--- src/rtl/core/pfde_pkg.sv ---
// Shared types and constants for the page framebuffer draw engine.
// No dependencies; imported by every module of the block.
`timescale 1ns / 1ps

package pfde_pkg;

  // Frame store geometry
  localparam int STORE_DEPTH = 1024;
  localparam int ADDR_W      = 10;

  // Command modes as they arrive on the input channel
  localparam logic [2:0] MODE_PIXEL = 3'd0;
  localparam logic [2:0] MODE_HLINE = 3'd1;
  localparam logic [2:0] MODE_VLINE = 3'd2;
  localparam logic [2:0] MODE_RECT  = 3'd3;
  localparam logic [2:0] MODE_FILL  = 3'd4;
  localparam logic [2:0] MODE_CLEAR = 3'd5;
  localparam logic [2:0] MODE_READ  = 3'd6;

  // Job kinds handed from the front end to the draw back end
  localparam logic [1:0] KIND_WALK  = 2'd0;
  localparam logic [1:0] KIND_CLEAR = 2'd1;
  localparam logic [1:0] KIND_READ  = 2'd2;
  localparam logic [1:0] KIND_NOP   = 2'd3;

  // Job queue between front and back
  localparam int QUEUE_DEPTH = 4;
  localparam int QPTR_W      = 2;
  localparam int QCNT_W      = 3;

  // One job: a rectangular pixel walk, a store clear, a byte read, or nothing.
  // last marks the job that closes a command and owes its result word.
  typedef struct packed {
    logic [1:0]        kind;
    logic [7:0]        x0;
    logic [7:0]        y0;
    logic [7:0]        ncols;
    logic [8:0]        nrows;
    logic              pix_on;
    logic [ADDR_W-1:0] ridx;
    logic              last;
  } job_t;

endpackage

--- src/rtl/core/pfde_queue.sv ---
// Small job FIFO that decouples the command front end from the draw back end.
// Depends on pfde_pkg for the job type and depth.
`timescale 1ns / 1ps

module pfde_queue (
  input  logic          clk,
  input  logic          rst_n,
  input  logic          push,
  input  pfde_pkg::job_t push_job,
  input  logic          pop,
  output pfde_pkg::job_t head,
  output logic          full,
  output logic          empty
);
  import pfde_pkg::*;

  job_t              slot_r [QUEUE_DEPTH];
  logic [QPTR_W-1:0] wr_ptr_r, wr_ptr_nxt;
  logic [QPTR_W-1:0] rd_ptr_r, rd_ptr_nxt;
  logic [QCNT_W-1:0] cnt_r, cnt_nxt;

  assign full  = (cnt_r == QCNT_W'(QUEUE_DEPTH));
  assign empty = (cnt_r == '0);
  assign head  = slot_r[rd_ptr_r];

  always_comb begin
    wr_ptr_nxt = push ? wr_ptr_r + 1'b1 : wr_ptr_r;
    rd_ptr_nxt = pop  ? rd_ptr_r + 1'b1 : rd_ptr_r;
    cnt_nxt    = cnt_r;
    if (push && !pop) begin
      cnt_nxt = cnt_r + 1'b1;
    end else if (pop && !push) begin
      cnt_nxt = cnt_r - 1'b1;
    end
  end

  always_ff @(posedge clk) begin
    if (push) begin
      slot_r[wr_ptr_r] <= push_job;
    end
  end

  always_ff @(posedge clk) begin
    if (!rst_n) begin
      wr_ptr_r <= '0;
      rd_ptr_r <= '0;
      cnt_r    <= '0;
    end else begin
      wr_ptr_r <= wr_ptr_nxt;
      rd_ptr_r <= rd_ptr_nxt;
      cnt_r    <= cnt_nxt;
    end
  end

endmodule

--- config.mk ---
export PLATFORM = sky130hd
export DESIGN_NAME = pfde_queue
export DESIGN_NICKNAME = d
export VERILOG_FILES = /design/src/rtl/core/pfde_pkg.sv /design/src/rtl/core/pfde_queue.sv
export SDC_FILE = /design/constraint.sdc
export NUM_CORES = 1
export LEC_CHECK = 0
export ABC_AREA = 1
export BUFFER_PORTS_ARGS = -buffer_cell sky130_fd_sc_hd__buf_4
export CAP_MARGIN = 15
export CORE_MARGIN = 5
export CORE_UTILIZATION = 45
export DETAILED_ROUTE_END_ITERATION = 8
export PLACE_DENSITY_LB_ADDON = 0.15
export SYNTH_ARGS = -nofsm -noshare
export SYNTH_HDL_FRONTEND = slang
export SYNTH_SLANG_ARGS = --single-unit
--- constraint.sdc ---
create_clock -name clk -period 4.9 [get_ports clk]
set_input_delay 0.98 -clock clk [delete_from_list [all_inputs] [get_ports clk]]
set_output_delay 0.98 -clock clk [all_outputs]
set_load 0.05 [all_outputs]
==> flow_summary_export.csv <==
group,metric,value,unit
timing,whs,0.438,ns
status,status,"completed",
final_layout,layout-drive-gt1-share,0.322,
placed_design,io_buffer_count,99,
timing,finalWorstSetupSlack,1.55,ns
detailed_routing,ant_nets,0,
pwr,ir_drop,0.261,mV
timing,min_period,3.35,ns
final_layout,layout.cells.non_filler,846,
global_route,grt_pass1_vias,4555,
worst_setup_path,worst-path-buf-inv,3,
die,die_y,142,um
worst_setup_path,arrival,2.37,ns
clock_tree,clock_sinks,197,
logic_synthesis,syn_inst,513,
detailed_routing,wl,15700,um
die,placementRows,48,
timing,period_share,0.684,
placed_design,place_ws,1.98,ns
global_route,grt_max_degree,95,
die,coreArea,0.0172,mm^2
final_layout,area_delta_synth_final,19.0,%
worst_setup_path,startpoint_type,"flip-flop",
global_route,overflow,0,
clock_tree,clock_latency,0.43,ns
final_layout,postLayoutCoreUtil,0.542,
final_layout,layout.nets,665,
pwr,swShare,0.258,
logic_synthesis,synth_warnings,0,
worst_setup_path,required,3.92,ns
clock_tree,post_cts_resized,0,
worst_setup_path,path_cells,"inv_4 > buf_12 > o21ai_0 > o22ai_2 > buf_4",
run,maxCapViolCount,0,
pwr,p_int,0.00293,W
timing,relSlewSlack,0.369,
logic_synthesis,synth_nets,570,
worst_setup_path,worstSetupPathType,"reg -> out",
timing,hold_violations,0,
detailed_routing,dr_total_vias,4423,
final_layout,diodes,0,
detailed_routing,dr.first_iter.drc_count,242,
logic_synthesis,synth_seq_cells,197,
timing,setup_viol,0,
logic_synthesis,synth_area_leaders,"edfxtp_1 (72%), o21ai_0 (5.6%), o22ai_2 (4.3%)",
logic_synthesis,synth_top_area_cell,"edfxtp_1",
final_layout,layout_commonest_cell,"edfxtp_1",
placed_design,gp_congestion,0.724,
worst_setup_path,end_kind,"output port",
pwr,p_comb_frac,0.149,
pwr,p_leak,3.23,nW
timing,max_freq,298,MHz
clock_tree,post_cts_buffers,0,
global_route,grt_first_pass_wirelength,24200,um
logic_synthesis,synth_area_per_cell,15.2,um^2
pwr,p_clk_frac,0.359,
die,start_util,0.455,
worst_setup_path,crit_family,"buffers and inverters",
clock_tree,cts-root-buf,"clkbuf_16",
die,die-width,142,um
clock_tree,clkTransAtPathRegs,0.07,ns
logic_synthesis,synth_top_area_share,0.722,
clock_tree,numCtsBuffers,17,
detailed_routing,via_per_inst,5.23,
pwr,powerDensity,424,mW/mm^2
die,io_pins,100,
detailed_routing,drt_first_pass_iters,4,
timing,worstMarginPinSlew,0.946,ns
clock_tree,h-tree-depth,4,
placed_design,dp_hpwl,8870,um
die,dieArea,0.0201,mm^2
worst_hold_path,min_path_type,"reg -> reg",
worst_setup_path,critPathSlowestCell,"inv_4",
pwr,power.share.sequential,0.492,
timing,finalSetupTns,0,ns
worst_setup_path,max_stage_delay,0.65,ns
global_route,track_usage,0.159,
logic_synthesis,synth.cell_area,0.00782,mm^2
global_route,antenna_found_initial,0,
logic_synthesis,ys_seq_area_frac,0.745,
timing,rsz0062_at_grt,"false",
clock_tree,cts_tree,"yes",
detailed_routing,avgRoutedWirePerCell,18.5,um
detailed_routing,drc,0,
placed_design,dp_cells,814,
pwr,p_sw,0.00102,W
worst_setup_path,crit_fanout,65,
timing,clock_skew,0.0130,ns
logic_synthesis,ys_types,23,
clock_tree,hold_buffers,0,
final_layout,fill_cells,1411,
final_layout,mostFrequentLayoutCells,"edfxtp_1 (188), buf_4 (105), o21ai_0 (87)",
clock_tree,clockBufferDepth,2,
timing,slew_viol_final,0,
[worst paths after layout]
check | from | to | slack, ns | cells past startpoint
worst max-delay path | flip-flop | head[34] | 1.55 | 5
worst min-delay path | rd_ptr_r[1] | flip-flop | 0.44 | 1
worst max register to register | wr_ptr_r[1] | slot_r[1][33] | 2.94 | 5
worst min register to register | rd_ptr_r[1] | flip-flop | 0.44 | 1
[cell usage after synthesis (all sizes together)]
| master | n |
|---|---|
| edfxtp | 188 |
| o21ai | 100 |
| nor2 | 99 |
| o22ai | 47 |
| buf | 20 |
| inv | 17 |
| clkbuf | 10 |
| dfxtp | 9 |
| nand2 | 9 |
| ha | 5 |
| a21oi | 4 |
| nor3 | 2 |
| fa | 1 |
| nand3 | 1 |
| nand4 | 1 |
[logic make-up (layout without fill, tap and decap cells)]
kind of cell	count (synthesis)	count (layout)	synth area share
DFF	197	197	0.745
AOI/OAI and AO/OA	151	151	0.127
and+or+nand+nor	112	112	0.0805
buffers and inverters	47	155	0.0370
adders and majority gates	6	6	0.0106
[power by group through the flow]
stage          sequential, W  clock (W)  combinational (W)
6_report             0.00194    0.00142           0.000590
5_1_grt              0.00195    0.00151           0.000632
4_1_cts              0.00194    0.00144           0.000600
3_5_place_dp         0.00198          0           0.000599
3_3_place_gp         0.00198          0           0.000589
2_1_floorplan        0.00198          0           0.000410
[state kept, by name, indices dropped and copies added, names as in the netlist, named ones only]
signal,flops
cnt_r,3
rd_ptr_r,2
slot_r,188
wr_ptr_r,2
[final cells by class]
cell class / instances / area [um^2] / share of cell area
repair buffers: 106 / 808 / 0.0869
multi-input cells: 269 / 1710 / 0.183
flip-flops and latches: 197 / 5830 / 0.627
clock buffers: 22 / 464 / 0.0499
well taps: 225 / 282 / 0.0303
clock inverters: 10 / 146 / 0.0157
inverters: 17 / 66.3 / 0.00713
[per-layer routing]
metal / vias up / wire length (um) / track usage
met4: 0 / 272 / 0.0626
met1: 2206 / 6670 / 0.193
li1: 2100 / - / -
met3: 19 / 741 / 0.0415
met2: 98 / 8000 / 0.273
met5: - / 0 / 0
[per-stage QoR]
stage          total power (W)  instance area [um^2]
6_report               0.00395                  9300
5_1_grt                0.00409                  9300
4_1_cts                0.00398                  9300
3_5_place_dp           0.00258                  8690
3_3_place_gp           0.00256                  8690
2_1_floorplan          0.00239                  7820
(Power assumes the default switching activity.)
