## src/rtl/core/pfde_pkg.sv

```systemverilog
// Shared types and constants for the page framebuffer draw engine.
// No dependencies; imported by every module of the block.
`timescale 1ns / 1ps

package pfde_pkg;

  // Frame store geometry
  localparam int STORE_DEPTH = 1024;
  localparam int ADDR_W      = 10;

  // Command modes as they arrive on the input channel
  localparam logic [2:0] MODE_PIXEL = 3'd0;
  localparam logic [2:0] MODE_HLINE = 3'd1;
  localparam logic [2:0] MODE_VLINE = 3'd2;
  localparam logic [2:0] MODE_RECT  = 3'd3;
  localparam logic [2:0] MODE_FILL  = 3'd4;
  localparam logic [2:0] MODE_CLEAR = 3'd5;
  localparam logic [2:0] MODE_READ  = 3'd6;

  // Job kinds handed from the front end to the draw back end
  localparam logic [1:0] KIND_WALK  = 2'd0;
  localparam logic [1:0] KIND_CLEAR = 2'd1;
  localparam logic [1:0] KIND_READ  = 2'd2;
  localparam logic [1:0] KIND_NOP   = 2'd3;

  // Job queue between front and back
  localparam int QUEUE_DEPTH = 4;
  localparam int QPTR_W      = 2;
  localparam int QCNT_W      = 3;

  // One job: a rectangular pixel walk, a store clear, a byte read, or nothing.
  // last marks the job that closes a command and owes its result word.
  typedef struct packed {
    logic [1:0]        kind;
    logic [7:0]        x0;
    logic [7:0]        y0;
    logic [7:0]        ncols;
    logic [8:0]        nrows;
    logic              pix_on;
    logic [ADDR_W-1:0] ridx;
    logic              last;
  } job_t;

endpackage

```

## src/rtl/core/pfde_front.sv

```systemverilog
// Command front end: takes input words, classifies the mode and splits each
// command into draw jobs for the queue. Depends on pfde_pkg.
`timescale 1ns / 1ps

module pfde_front (
  input  logic          clk,
  input  logic          rst_n,
  input  logic          hold,
  input  logic          in_valid,
  output logic          in_ready,
  input  logic [2:0]    in_mode,
  input  logic [7:0]    in_x_start,
  input  logic [7:0]    in_y_start,
  input  logic [7:0]    in_x_end,
  input  logic [7:0]    in_y_end,
  input  logic [7:0]    in_line_length,
  input  logic          in_pixel_on,
  input  logic [9:0]    in_read_index,
  input  logic          q_full,
  output logic          q_push,
  output pfde_pkg::job_t q_job
);
  import pfde_pkg::*;

  logic       busy_r, busy_nxt;
  logic [1:0] seg_r, seg_nxt;
  logic [2:0] mode_r;
  logic [7:0] xs_r, ys_r, xe_r, ye_r, len_r;
  logic       on_r;
  logic [9:0] ridx_r;

  logic [7:0] wid;
  logic [7:0] hgt;
  logic [1:0] last_seg;
  logic       accept;

  assign in_ready = !busy_r && !hold;
  assign accept   = in_valid && in_ready;
  assign wid      = xe_r - xs_r + 8'd1;
  assign hgt      = ye_r - ys_r;
  // outline splits into two horizontal and two vertical walks
  assign last_seg = (mode_r == MODE_RECT) ? 2'd3 : 2'd0;
  assign q_push   = busy_r && !q_full;

  always_comb begin
    q_job        = '0;
    q_job.kind   = KIND_WALK;
    q_job.x0     = xs_r;
    q_job.y0     = ys_r;
    q_job.ncols  = 8'd1;
    q_job.nrows  = 9'd1;
    q_job.pix_on = 1'b1;
    q_job.ridx   = ridx_r;
    q_job.last   = (seg_r == last_seg);
    case (mode_r)
      MODE_PIXEL: q_job.pix_on = on_r;
      MODE_HLINE: q_job.ncols  = len_r;
      MODE_VLINE: q_job.nrows  = {1'b0, len_r};
      MODE_RECT: begin
        case (seg_r)
          2'd0: q_job.ncols = wid;
          2'd1: begin
            q_job.y0    = ye_r;
            q_job.ncols = wid;
          end
          2'd2: q_job.nrows = {1'b0, hgt};
          default: begin
            q_job.x0    = xe_r;
            q_job.nrows = {1'b0, hgt};
          end
        endcase
      end
      MODE_FILL: begin
        q_job.ncols = wid;
        q_job.nrows = {1'b0, hgt} + 9'd1;
      end
      MODE_CLEAR: q_job.kind = KIND_CLEAR;
      MODE_READ:  q_job.kind = KIND_READ;
      default:    q_job.kind = KIND_NOP;
    endcase
  end

  always_comb begin
    busy_nxt = busy_r;
    seg_nxt  = seg_r;
    if (accept) begin
      busy_nxt = 1'b1;
      seg_nxt  = 2'd0;
    end else if (q_push) begin
      if (seg_r == last_seg) begin
        busy_nxt = 1'b0;
        seg_nxt  = 2'd0;
      end else begin
        seg_nxt = seg_r + 2'd1;
      end
    end
  end

  always_ff @(posedge clk) begin
    if (accept) begin
      mode_r <= in_mode;
      xs_r   <= in_x_start;
      ys_r   <= in_y_start;
      xe_r   <= in_x_end;
      ye_r   <= in_y_end;
      len_r  <= in_line_length;
      on_r   <= in_pixel_on;
      ridx_r <= in_read_index;
    end
  end

  always_ff @(posedge clk) begin
    if (!rst_n) begin
      busy_r <= 1'b0;
      seg_r  <= 2'd0;
    end else begin
      busy_r <= busy_nxt;
      seg_r  <= seg_nxt;
    end
  end

endmodule

```

## config.mk

```make
export PLATFORM = sky130hd
export DESIGN_NAME = pfde_front
export DESIGN_NICKNAME = d
export VERILOG_FILES = /design/src/rtl/core/pfde_pkg.sv /design/src/rtl/core/pfde_front.sv
export SDC_FILE = /design/constraint.sdc
export NUM_CORES = 1
export LEC_CHECK = 0
export BUFFER_PORTS_ARGS = -buffer_cell sky130_fd_sc_hd__buf_2
export CORE_ASPECT_RATIO = 1.4
export CORE_UTILIZATION = 51
export CTS_CLUSTER_DIAMETER = 200
export DETAILED_ROUTE_END_ITERATION = 6
export GPL_TIMING_DRIVEN = 0
export PLACE_DENSITY = 0.81
export SYNTH_ARGS = -nofsm -noshare
export SYNTH_HDL_FRONTEND = slang
export SYNTH_SLANG_ARGS = --single-unit
```

## constraint.sdc

```tcl
create_clock -name clk -period 3 [get_ports clk]
set_input_delay 0 -clock clk [delete_from_list [all_inputs] [get_ports clk]]
set_output_delay 0 -clock clk [all_outputs]
set_load 0.01 [all_outputs]
```

==> flow_summary.json <==
{
  "grt_overflow": 0,
  "yosys_register_bits": 57,
  "num_rows": 33,
  "gp_congestion": 0.8260,
  "synth_edf_count": 54,
  "worst_slack_ns": 0.1557,
  "synth_area_leaders": "edfxtp_1 (51%), ha_1 (9.4%), mux2_2 (5.3%), inv_1 (3.4%), nand2_1 (2.9%)",
  "nFillCells": 363,
  "crit_buf_inv": 3,
  "total_power_uw": 2080,
  "cp-end-kind": "output pin",
  "synth_largest_area_cell": "edfxtp_1",
  "cts_root_buffer": "clkbuf_8",
  "async_flop_share_pct": 0,
  "ant_nets": 0,
  "use_met3_pct": 5.024,
  "post-dp-hpwl_um": 5072,
  "grt.total_usage_pct": 26.56,
  "htree_levels": 3,
  "slew_headroom_pct": 40.16,
  "cts_sinks": 57,
  "timing.final.hold_violations": 0,
  "wl_per_cell_um": 15.88,
  "cp_max_fo": 2,
  "critPathKind": "reg -> out",
  "synthesis.area_um2": 3194,
  "ioPinCount": 108,
  "avgViaCountPerCell": 5.338,
  "drv_cap": 0,
  "clk_pin_slew_ns": 0.07,
  "path_depth": 11,
  "synthTopCellsByCount": "edfxtp_1 (54), inv_1 (29), nand2_1 (25), ha_1 (24), mux2_2 (15)",
  "drt_first_pass_iters": 4,
  "syn_to_final_growth_pct": 44.89,
  "rsz0062_at_grt": "false",
  "met2_usage_pct": 48.87,
  "clock_latency_ns": 0.33,
  "post-route-drc-count": 0,
  "die_area_um2": 6588,
  "power_frac_clock_pct": 36.6,
  "use_met1_pct": 26.97,
  "via_count": 2792,
  "grt_pass1_vias": 2790,
  "final.setup.tns_ns": 0,
  "p_per_area_nw_per_um2": 449.5,
  "maxSlewViolCount": 0,
  "busiest_layer": "met2",
  "status": "completed",
  "p_int_uw": 1565,
  "cts_buffer_depth": 2,
  "ir_drop_uv": 360.7,
  "layout-drive-gt1-share_pct": 34.22,
  "die_w_um": 68.89,
  "period_needed_ns": 2.844,
  "slowest_stage": "fa_1",
  "synth_cells": 272,
  "cp.arrival_ns": 2.84,
  "seq_area_frac_synth_pct": 52.64,
  "ys.flop_type": "edfxtp_1",
  "hold_path_depth": 4,
  "synth_top_area_share_pct": 50.76,
  "die_h_um": 95.64,
  "finalCritPeriodShare_pct": 94.81,
  "nets": 534,
  "initial_core_util_pct": 53.72,
  "grt_max_degree": 50,
  "yosys.cell_count.top_type": "edfxtp_1",
  "antenna_found_initial": 0,
  "p_sw_uw": 515.7,
  "path_cells": "ha_1 > inv_1 > ha_1 > inv_1 > fa_1 > nor2b_1 > o21ai_1 > a21boi_1 > o21ai_0 > a311o_1 > buf_2",
  "grt_pass1_wl_um": 12320,
  "syn_area_per_cell_um2": 11.74,
  "skew_ns": 0.005844,
  "ys_warn_count": 0,
  "combinationalPowerShare_pct": 18.6,
  "switching_share_pct": 24.79,
  "first_iter_violations": 139,
  "dpl_worst_slack_ns": 0.5215,
  "wl_um": 8306,
  "ys_types": 50,
  "r2r_cells": 9,
  "core-area_um2": 5946,
  "cts_tree": "built",
  "synth.net_count": 357,
  "worst_slew_pin_slew_ns": 0.8956,
  "hp-class": "in -> reg",
  "antenna_cells": 0,
  "p_leak_uw": 0.002035,
  "pwr-share-seq_pct": 44.8,
  "start_kind": "flip-flop",
  "final_core_util_pct": 77.84,
  "slowest_delay_ns": 0.41,
  "fmax_mhz": 351.6,
  "required_ns": 3.00,
  "io_buffers": 107,
  "cts_buffers": 9,
  "cp_top_family": "adder cells",
  "setup_violations": 0
}
worst min-delay path, delay by kind of cell:
family / cells / cell delay [ns]
buf+inv: 1 / 0.07
simple gates: 3 / 0.24
state kept, by name, summed over array words and instances, names as in the netlist:
register,flops
busy_r,1
len_r,8
mode_r,3
on_r,1
ridx_r,10
seg_r,2
xe_r,8
xs_r,8
ye_r,8
ys_r,8
metrics by stage:
stage                     hold slack [ns]  instance area (um2)  instances
after floorplan                   0.04997                 3194        272
after global placement             0.1764                 3817        449
after detailed placement           0.1781                 3837        450
after CTS                         0.01025                 4606        521
after global routing              0.06363                 4628        523
final                             0.02344                 4628        523
timing repair:
action                     4_1_cts  5_1_grt
resized for setup                0        4
hold endpoints to repair        57        0
hold buffers                    56        0
setup buffers                    0        2
setup endpoints to repair        0        4
cell families after synthesis:
| group | Yosys count | share of synthesized area, % |
|---|---|---|
| multiplexers | 15 | 5.288 |
| XOR/XNOR | 17 | 5.131 |
| buffers and inverters | 35 | 4.230 |
| flip-flops | 57 | 52.64 |
| AND/OR/NAND/NOR | 69 | 10.73 |
| adder cells (fa/ha/maj) | 26 | 10.65 |
| AO/OA/AOI/OAI | 53 | 11.32 |
cell type report:
class,instances,area (um2),area share [%]
sequential,57,1682,36.33
multi-input combinational,180,1385,29.93
timing repair buffer,166,1131,24.44
clock buffer,9,123.9,2.676
inverter,30,112.6,2.433
tap,70,87.58,1.892
clock inverter,6,83.83,1.811
buffer,5,22.52,0.4866
per-layer routing:
| metal | vias to the layer above | part of all wire [%] |
|---|---|---|
| li1 | 1339 | - |
| met3 | 28 | 4.9 |
| met5 | - | 0 |
| met2 | 101 | 55 |
| met1 | 1324 | 37 |
| met4 | 0 | 3.5 |
cell usage in the layout, fill, tap and decap left out, types with 3 or more instances in the layout:
| master | instances |
|---|---|
| a21oi_1 | 9 |
| a22oi_1 | 4 |
| and2_1 | 4 |
| buf_2 | 109 |
| clkbuf_8 | 9 |
| dfxtp_1 | 3 |
| dlygate4sd3_1 | 56 |
| edfxtp_1 | 54 |
| ha_1 | 23 |
| inv_1 | 28 |
| mux2_2 | 15 |
| nand2_1 | 25 |
| nand3_1 | 5 |
| nand4_1 | 3 |
| nor2_1 | 13 |
| nor2b_1 | 3 |
| nor3_1 | 4 |
| o21ai_0 | 14 |
| o21ai_1 | 4 |
| xnor2_1 | 8 |
| xor2_1 | 7 |
power by group through the flow:
| stage | Sequential [uW] | Combinational, uW | Clock, uW |
|---|---|---|---|
| 2_1_floorplan | 946 | 195 | 0 |
| 3_3_place_gp | 947 | 296 | 0 |
| 3_5_place_dp | 947 | 309 | 0 |
| 4_1_cts | 930 | 368 | 768 |
| 5_1_grt | 935 | 421 | 790 |
| 6_report | 932 | 386 | 762 |
path summary, 6_finish.rpt:
kind | to | from | slack [ns]
max | q_job[28] | xs_r[1] | 0.16
min | seg_r[0] | in_valid | 0.02
max reg2reg | busy_r | mode_r[2] | 0.79
min reg2reg | seg_r[0] | seg_r[0] | 0.67
No activity file was read; power rests on OpenSTA's default activity.
